`config.mk`:
```
export PLATFORM = sky130hd
export DESIGN_NAME = esc_back
export DESIGN_NICKNAME = d
export VERILOG_FILES = /design/src/rtl/core/esc_pkg.sv /design/src/rtl/core/esc_back.sv
export SDC_FILE = /design/constraint.sdc
export NUM_CORES = 2
export LEC_CHECK = 0
export BUFFER_PORTS_ARGS = -buffer_cell sky130_fd_sc_hd__buf_2
export CAP_MARGIN = 10
export CORE_MARGIN = 3
export CORE_UTILIZATION = 55
export DETAILED_ROUTE_END_ITERATION = 8
export HOLD_SLACK_MARGIN = 0.08
export PLACE_DENSITY = 0.83
export SLEW_MARGIN = 20
export SYNTH_ARGS = -nofsm -noshare
export SYNTH_HDL_FRONTEND = slang
export SYNTH_SLANG_ARGS = --single-unit
```
`constraint.sdc`:
```
create_clock -name clk_i -period 7.7 [get_ports clk_i]
set_input_delay 0.77 -clock clk_i [delete_from_list [all_inputs] [get_ports clk_i]]
set_output_delay 0.77 -clock clk_i [all_outputs]
set_load 0.01 [all_outputs]
```
`src/rtl/core/esc_pkg.sv`:
```
// Shared types, constants and arithmetic helpers for the sensor compensation pipeline.
`timescale 1ns / 1ps
`default_nettype none
package esc_pkg;

  localparam int unsigned CfgIdxW = 3;

  localparam logic [CfgIdxW-1:0] CFG_TEMP_TRIM    = 3'd0;
  localparam logic [CfgIdxW-1:0] CFG_PRESS_TRIM_A = 3'd1;
  localparam logic [CfgIdxW-1:0] CFG_PRESS_TRIM_B = 3'd2;
  localparam logic [CfgIdxW-1:0] CFG_PRESS_TRIM_C = 3'd3;
  localparam logic [CfgIdxW-1:0] CFG_HUM_TRIM     = 3'd4;

  localparam int unsigned FrontDepth = 13;
  localparam int unsigned DivW       = 32;
  localparam int unsigned BackDepth  = 3;

  localparam logic [31:0] HUM_MAX = 32'd419430400;

  typedef struct packed {
    logic [19:0] raw_temperature;
    logic [19:0] raw_pressure;
    logic [15:0] raw_humidity;
  } in_t;

  typedef struct packed {
    logic signed [31:0] temperature_centi;
    logic        [31:0] pressure_pa;
    logic               pressure_valid;
    logic        [6:0]  humidity_percent;
  } out_t;

  typedef struct packed {
    logic [31:0] temp;
    logic [6:0]  hum;
    logic        dbl;
    logic        anz;
  } side_t;

  typedef struct packed {
    logic [31:0] num;
    logic [31:0] den;
    side_t       side;
  } div_req_t;

  typedef struct packed {
    logic [31:0] quo;
    side_t       side;
  } div_rsp_t;

  function automatic logic [31:0] asr(input logic [31:0] x, input int unsigned n);
    return 32'($signed(x) >>> n);
  endfunction

  function automatic logic [31:0] sx16(input logic [15:0] v);
    return {{16{v[15]}}, v};
  endfunction

  function automatic logic [31:0] sx8(input logic [7:0] v);
    return {{24{v[7]}}, v};
  endfunction

endpackage
`default_nettype wire

```
`src/rtl/core/esc_back.sv`:
```
// Back pipeline: pressure correction after the divide and result register.
`timescale 1ns / 1ps
`default_nettype none
module esc_back
  import esc_pkg::*;
(
  input  wire logic        clk_i,
  input  wire logic        rst_ni,
  input  wire logic        en_i,
  input  wire logic        valid_i,
  input  wire div_rsp_t    rsp_i,
  input  wire logic [63:0] press_trim_b_i,
  input  wire logic [15:0] press_trim_c_i,
  output logic             valid_o,
  output out_t             data_o
);

  logic [31:0] p7, p8, p9, p0;

  assign p7 = sx16(press_trim_b_i[47:32]);
  assign p8 = sx16(press_trim_b_i[63:48]);
  assign p9 = sx16(press_trim_c_i);
  assign p0 = rsp_i.side.dbl ? {rsp_i.quo[30:0], 1'b0} : rsp_i.quo;

  logic [BackDepth-1:0] vld_q;
  logic [31:0] s1_p_q, s1_p8m_q, s1_sq_q;
  side_t       s1_side_q;
  logic [31:0] s2_p_q, s2_p8m_q, s2_v1m_q;
  side_t       s2_side_q;
  out_t        out_q;

  logic [31:0] v1, v2, pf;

  assign v1 = asr(s2_v1m_q, 12);
  assign v2 = asr(s2_p8m_q, 13);
  assign pf = s2_p_q + asr(v1 + v2 + p7, 4);

  always_ff @(posedge clk_i or negedge rst_ni) begin
    if (!rst_ni) begin
      vld_q <= '0;
    end else if (en_i) begin
      vld_q <= {vld_q[BackDepth-2:0], valid_i};
    end
  end

  always_ff @(posedge clk_i) begin
    if (en_i) begin
      s1_p_q    <= p0;
      s1_p8m_q  <= (p0 >> 2) * p8;
      s1_sq_q   <= (p0 >> 3) * (p0 >> 3);
      s1_side_q <= rsp_i.side;

      s2_p_q    <= s1_p_q;
      s2_p8m_q  <= s1_p8m_q;
      s2_v1m_q  <= p9 * (s1_sq_q >> 13);
      s2_side_q <= s1_side_q;

      out_q.temperature_centi <= s2_side_q.temp;
      out_q.pressure_pa       <= s2_side_q.anz ? pf : 32'd0;
      out_q.pressure_valid    <= s2_side_q.anz;
      out_q.humidity_percent  <= s2_side_q.hum;
    end
  end

  assign valid_o = vld_q[BackDepth-1];
  assign data_o  = out_q;

endmodule
`default_nettype wire
```
**Word level (Yosys, flattened, before mapping)**

Cells that the tools add are included.

- Bits of input ports: 157
- Output and inout port bits: 73
- Bits in writable memories: 0
- Logic and storage cells: 25
- Bits in latches: 0
- Flip-flop bits (word level): 347
- Memories: 0
- Bits in read-only memories: 0

- Muxes and demuxes: 1
- Multiply operators: 3
- Equal/unequal tests: 0
- Reduce and logical (&&, ||, !) cells: 0
- Bitwise gates (word level): 0
- Magnitude comparators: 0
- Shift-type cells: 0
- Add/subtract/negate cells: 3
- Divide/modulo/power cells: 0

Operators by type and width:

| operator | number |
|---|---|
| 32-bit adder | 1 |
| 16-bit by 20-bit multiplier with 32-bit output | 1 |
| 29-bit by 29-bit multiplier with 32-bit output | 1 |
| 31-bit by 16-bit multiplier with 32-bit output | 1 |
| 32-bit two-way mux | 1 |
| 21-bit by 16-bit adder with 22-bit output | 1 |
| 20-bit by 19-bit adder with 21-bit output | 1 |

**Longest topological paths before layout**

- Word-level depth: 3
- Depth in mapped cells: 34

**Least setup slack after synthesis**

OpenSTA, ideal clock, no wires.

- Path type: input to register
- From: input port rsp_i[1] (netlist name)
- To: register s1_sq_q[31], data pin
- Path buffers: 5
- Data arrival time: 9.009 ns
- Setup time: 0.260 ns
- Stages on the path: 30
- Required time: 7.440 ns
- Path slack: -1.569 ns
- Cells stage by stage: buf_6 > buf_2 > buf_2 > buf_2 > mux2i_1 > clkinv_1 > clkbuf_1 > nand2_1 > fa_1 > fa_1 > fa_1 > fa_1 > inv_1 > fa_1 > fa_1 > fa_1 > inv_1 > fa_1 > inv_1 > ha_1 > a21o_1 > a21o_1 > a211o_1 > a21o_1 > a21o_1 > or3_1 > o211a_1 > o21a_1 > nor2_1 > xnor2_1

- Word-level cells in the longest chain between the ends: 2

Ends and longest elaborated chain:

| what | RTL line | text |
|---|---|---|
| start, declared | esc_back.sv:11 | `input wire div_rsp_t rsp_i,` |
| 32-bit two-way mux | esc_back.sv:23 | `assign p0 = rsp_i.side.dbl ? {rsp_i.quo[30:0], 1'b0} : rsp_i.quo;` |
| 29-bit by 29-bit multiplier with 32-bit output | esc_back.sv:50 | `s1_sq_q <= (p0 >> 3) * (p0 >> 3);` |
| end signal, assigned | esc_back.sv:50 |  |
| end, declared | esc_back.sv:26 | `logic [31:0] s1_p_q, s1_p8m_q, s1_sq_q;` |

No other way between the ends.
A chain may end at the register's enable or synchronous reset.

**Worst setup path after layout**

Ends and elaborated chain as after synthesis.

==> qor.txt <==
RSZ-0062 raised after global routing = yes
hold depth = 1
Tmin final = 7634 ps
# rows = 104
Post-synth top flop = edfxtp_1
period utilization = 99.14%
fill count = 6104
Initial Util = 55.79%
Unique masters post-synth = 71
flops & latches, synth = 296
die footprint = 85570 µm²
clk sinks = 296
Syn Nets = 5879
CTS H-tree lvls = 1
Clk pin slew, worst setup/hold paths = 60 ps
via count = 32116
multi-input logic area = 31730 µm²
Slew Limit Fails = 0
critical path startpoint = rsp_i[1]
slowest CP cell = fa_1
Antenna Nets Post-Route = 0
CP peak stage delay = 560 ps
Final setup viols = 0
cell mode on critical path = fa_1
largest net degree at the start of global routing = 188
Min Hold Slack = 355.2 ps
Reg area = 8874 µm²
yosys warns = 0
Worst Hold Class = input port to flip-flop
sequential area share after synthesis = 19.65%
share of cells above drive strength 1 = 14.37%
CTS tree = built
clk buf depth = 3
f_max = 0.1310 GHz
vias per cell = 5.373
GPL Wtd Cong = 0.9731
GRT overflow = 0
first drt pass iteration count = 5
max cap viols = 0
Syn Area/Cell = 10.16 µm²
DP HPWL = 93490 µm
Root Buffer = clkbuf_16
detailed-route DRC error count = 0
final net count = 6333
clock skew = 27.04 ps
number of flops mapped to enable cells by yosys = 293
I/O Pins = 230
vias in the first global route = 35727
Die X = 292.5 µm
total CTS buffers = 29
1st-iter DRT viols = 2262
r2r setup slk = 680 ps
Total GRT Usage = 27.58%
critical path capture point = s1_sq_q[31]
DRT Wirelength = 115100 µm
Worst setup SP type = input port
crit-path max FO = 8
R2R Path Start = s1_sq_q[23]
Post-Syn Area = 45150 µm²
Tightest Pin Transition = 944.3 ps
asr flop ratio synth = 1.014%
Hold Vio Cnt, Final = 0
R2R Path End = s2_v1m_q[31]
CP Capture Type = flip-flop
worst skew pair latency = 590 ps
WP data arrival = 7980 ps
R2R depth = 25
average wire per standard cell = 19.27 µm
run status = complete, no violations
CP Data Required Time = 8050 ps
first-pass GRT wire length = 185300 µm
post-synthesis cell count = 4442
slew margin rel. = 37.04%
Chip Height = 292.5 µm
Std-Cell Core Area = 80940 µm²
Area growth syn-to-layout = 13.44%
Layout Utilization = 63.28%
initial antenna violation count = 6
Port Buffer Count = 197
crit path kind = input port to flip-flop
area by class of cell:
class / instances / area share [%]
inverter: 1149 / 8.442
sequential: 296 / 17.32
clock buffer: 33 / 1.446
antenna: 4 / 0.01954
timing repair buffer: 577 / 7.900
multi-input combinational: 2843 / 61.95
tap: 1060 / 2.589
clock inverter: 15 / 0.3322
stage by stage:
stage	setup TNS (ps)	cell area, µm²	std cells	setup WS [ps]
final	0	51220	5977	65.95
after global routing	-300.0	51210	5975	-145.7
after CTS	0	50940	5960	22.64
after detailed placement	-13970	49880	5906	-787.9
after global placement	-11190	49880	5906	-692.6
after floorplan	-5222	45450	4442	-647.7
how the worst min path moves through the flow:
stage	from	endpoint	slack, ps
2_1_floorplan	s2_side_q[2]	data_o[0]	400
3_3_place_gp	s1_p_q[11]	s2_p_q[11]	400
3_5_place_dp	s2_side_q[35]	data_o[66]	400
4_1_cts	rsp_i[28]	s1_side_q[28]	320
5_1_grt	rsp_i[28]	s1_side_q[28]	340
6_report	rsp_i[28]	s1_side_q[28]	360
sequential cells by signal (all words and copies together) (netlist names), 19 cells and up:
signal / count
s1_side_q: 40
s1_p_q: 32
s2_v1m_q: 20
s2_side_q: 40
s2_p_q: 32
data_o: 72
s1_p8m_q: 19
s1_sq_q: 19
s2_p8m_q: 19
per-layer routing:
metal	wire length [µm]	up-vias	track usage (%)
met4	6222	4	12.42
met3	10780	408	5.330
met2	55460	1601	46.67
met5	21	-	0
met1	42660	15984	34.67
li1	-	14119	-
cell usage in the layout (no fill, tap or decap), types with 9 or more instances in the layout:
master and n:
nand3_1 18, mux2i_1 15, edfxtp_1 293, clkinv_1 9, nor2_1 189, a21oi_1 59
a21o_1 34, and2_1 241, nand4_1 10, nor3_1 26, ha_1 356, a211oi_1 11
buf_12 12, nor2_2 10, nand2b_1 27, xor2_1 42, mux2i_4 13, buf_2 195
fa_2 10, inv_2 11, o21ai_0 38, and3_1 12, fa_1 911, inv_1 1130
o21a_1 26, xnor2_1 97, nand2_1 578, buf_4 361, o21bai_1 9, clkbuf_16 29
nor2b_1 13
critical path, delay by kind of cell:
| kind | cells | cell delay [ps] |
|---|---|---|
| fa+ha+maj | 9 | 4120 |
| compound gates | 6 | 1160 |
| buf+inv | 10 | 960 |
| simple gates | 4 | 620 |
| mux | 1 | 260 |
| xor+xnor | 1 | 80 |
cell families (layout without fill, tap and decap cells):
family,after synthesis,after routing,share of synthesized area (%)
buffers and inverters,1303,1774,10.86
DFF,296,296,19.65
xor gates and xnor gates,139,139,2.696
muxes,37,37,0.8618
and+or+nand+nor,1148,1148,11.51
AOI/OAI and AO/OA,239,239,3.636
other,0,4,0
adders and majority gates,1280,1280,50.78
synth_stat cells, types with 4 or more instances:
cell | instances | area share (%)
inv_1 | 1141 | 9.5
fa_1 | 921 | 41
nand2_1 | 580 | 4.8
ha_1 | 359 | 9.9
edfxtp_1 | 293 | 19
and2_1 | 241 | 3.3
nor2_1 | 201 | 1.7
clkbuf_1 | 143 | 1.2
xnor2_1 | 97 | 1.9
a21oi_1 | 63 | 0.70
xor2_1 | 42 | 0.81
o21ai_0 | 40 | 0.44
a21o_1 | 34 | 0.57
mux2i_1 | 31 | 0.69
nand2b_1 | 27 | 0.37
nor3_1 | 27 | 0.30
o21a_1 | 26 | 0.43
nand3_1 | 18 | 0.20
nor2b_1 | 13 | 0.18
and3_1 | 12 | 0.17
a211oi_1 | 11 | 0.18
nand4_1 | 10 | 0.14
o21bai_1 | 9 | 0.15
buf_1 | 7 | 0.058
clkinv_1 | 7 | 0.058
o21ai_1 | 6 | 0.067
or3_1 | 6 | 0.083
mux2_2 | 5 | 0.12
a21boi_0 | 4 | 0.067
a31oi_1 | 4 | 0.055
nor3b_1 | 4 | 0.067
o211ai_1 | 4 | 0.067
what timing repair did:
action / CTS / global route
hold buffers: 1 / 0
endpoints found under the setup margin: 9 / 21
resized for setup: 23 / 42
pin swaps: 7 / 23
endpoints found under the hold margin: 3 / 0
gates cloned: 1 / 0
buffers inserted: 4 / 13
Power is not shown: default switching activity piles up to over one toggle a cycle in this logic, so the estimate is an artifact.
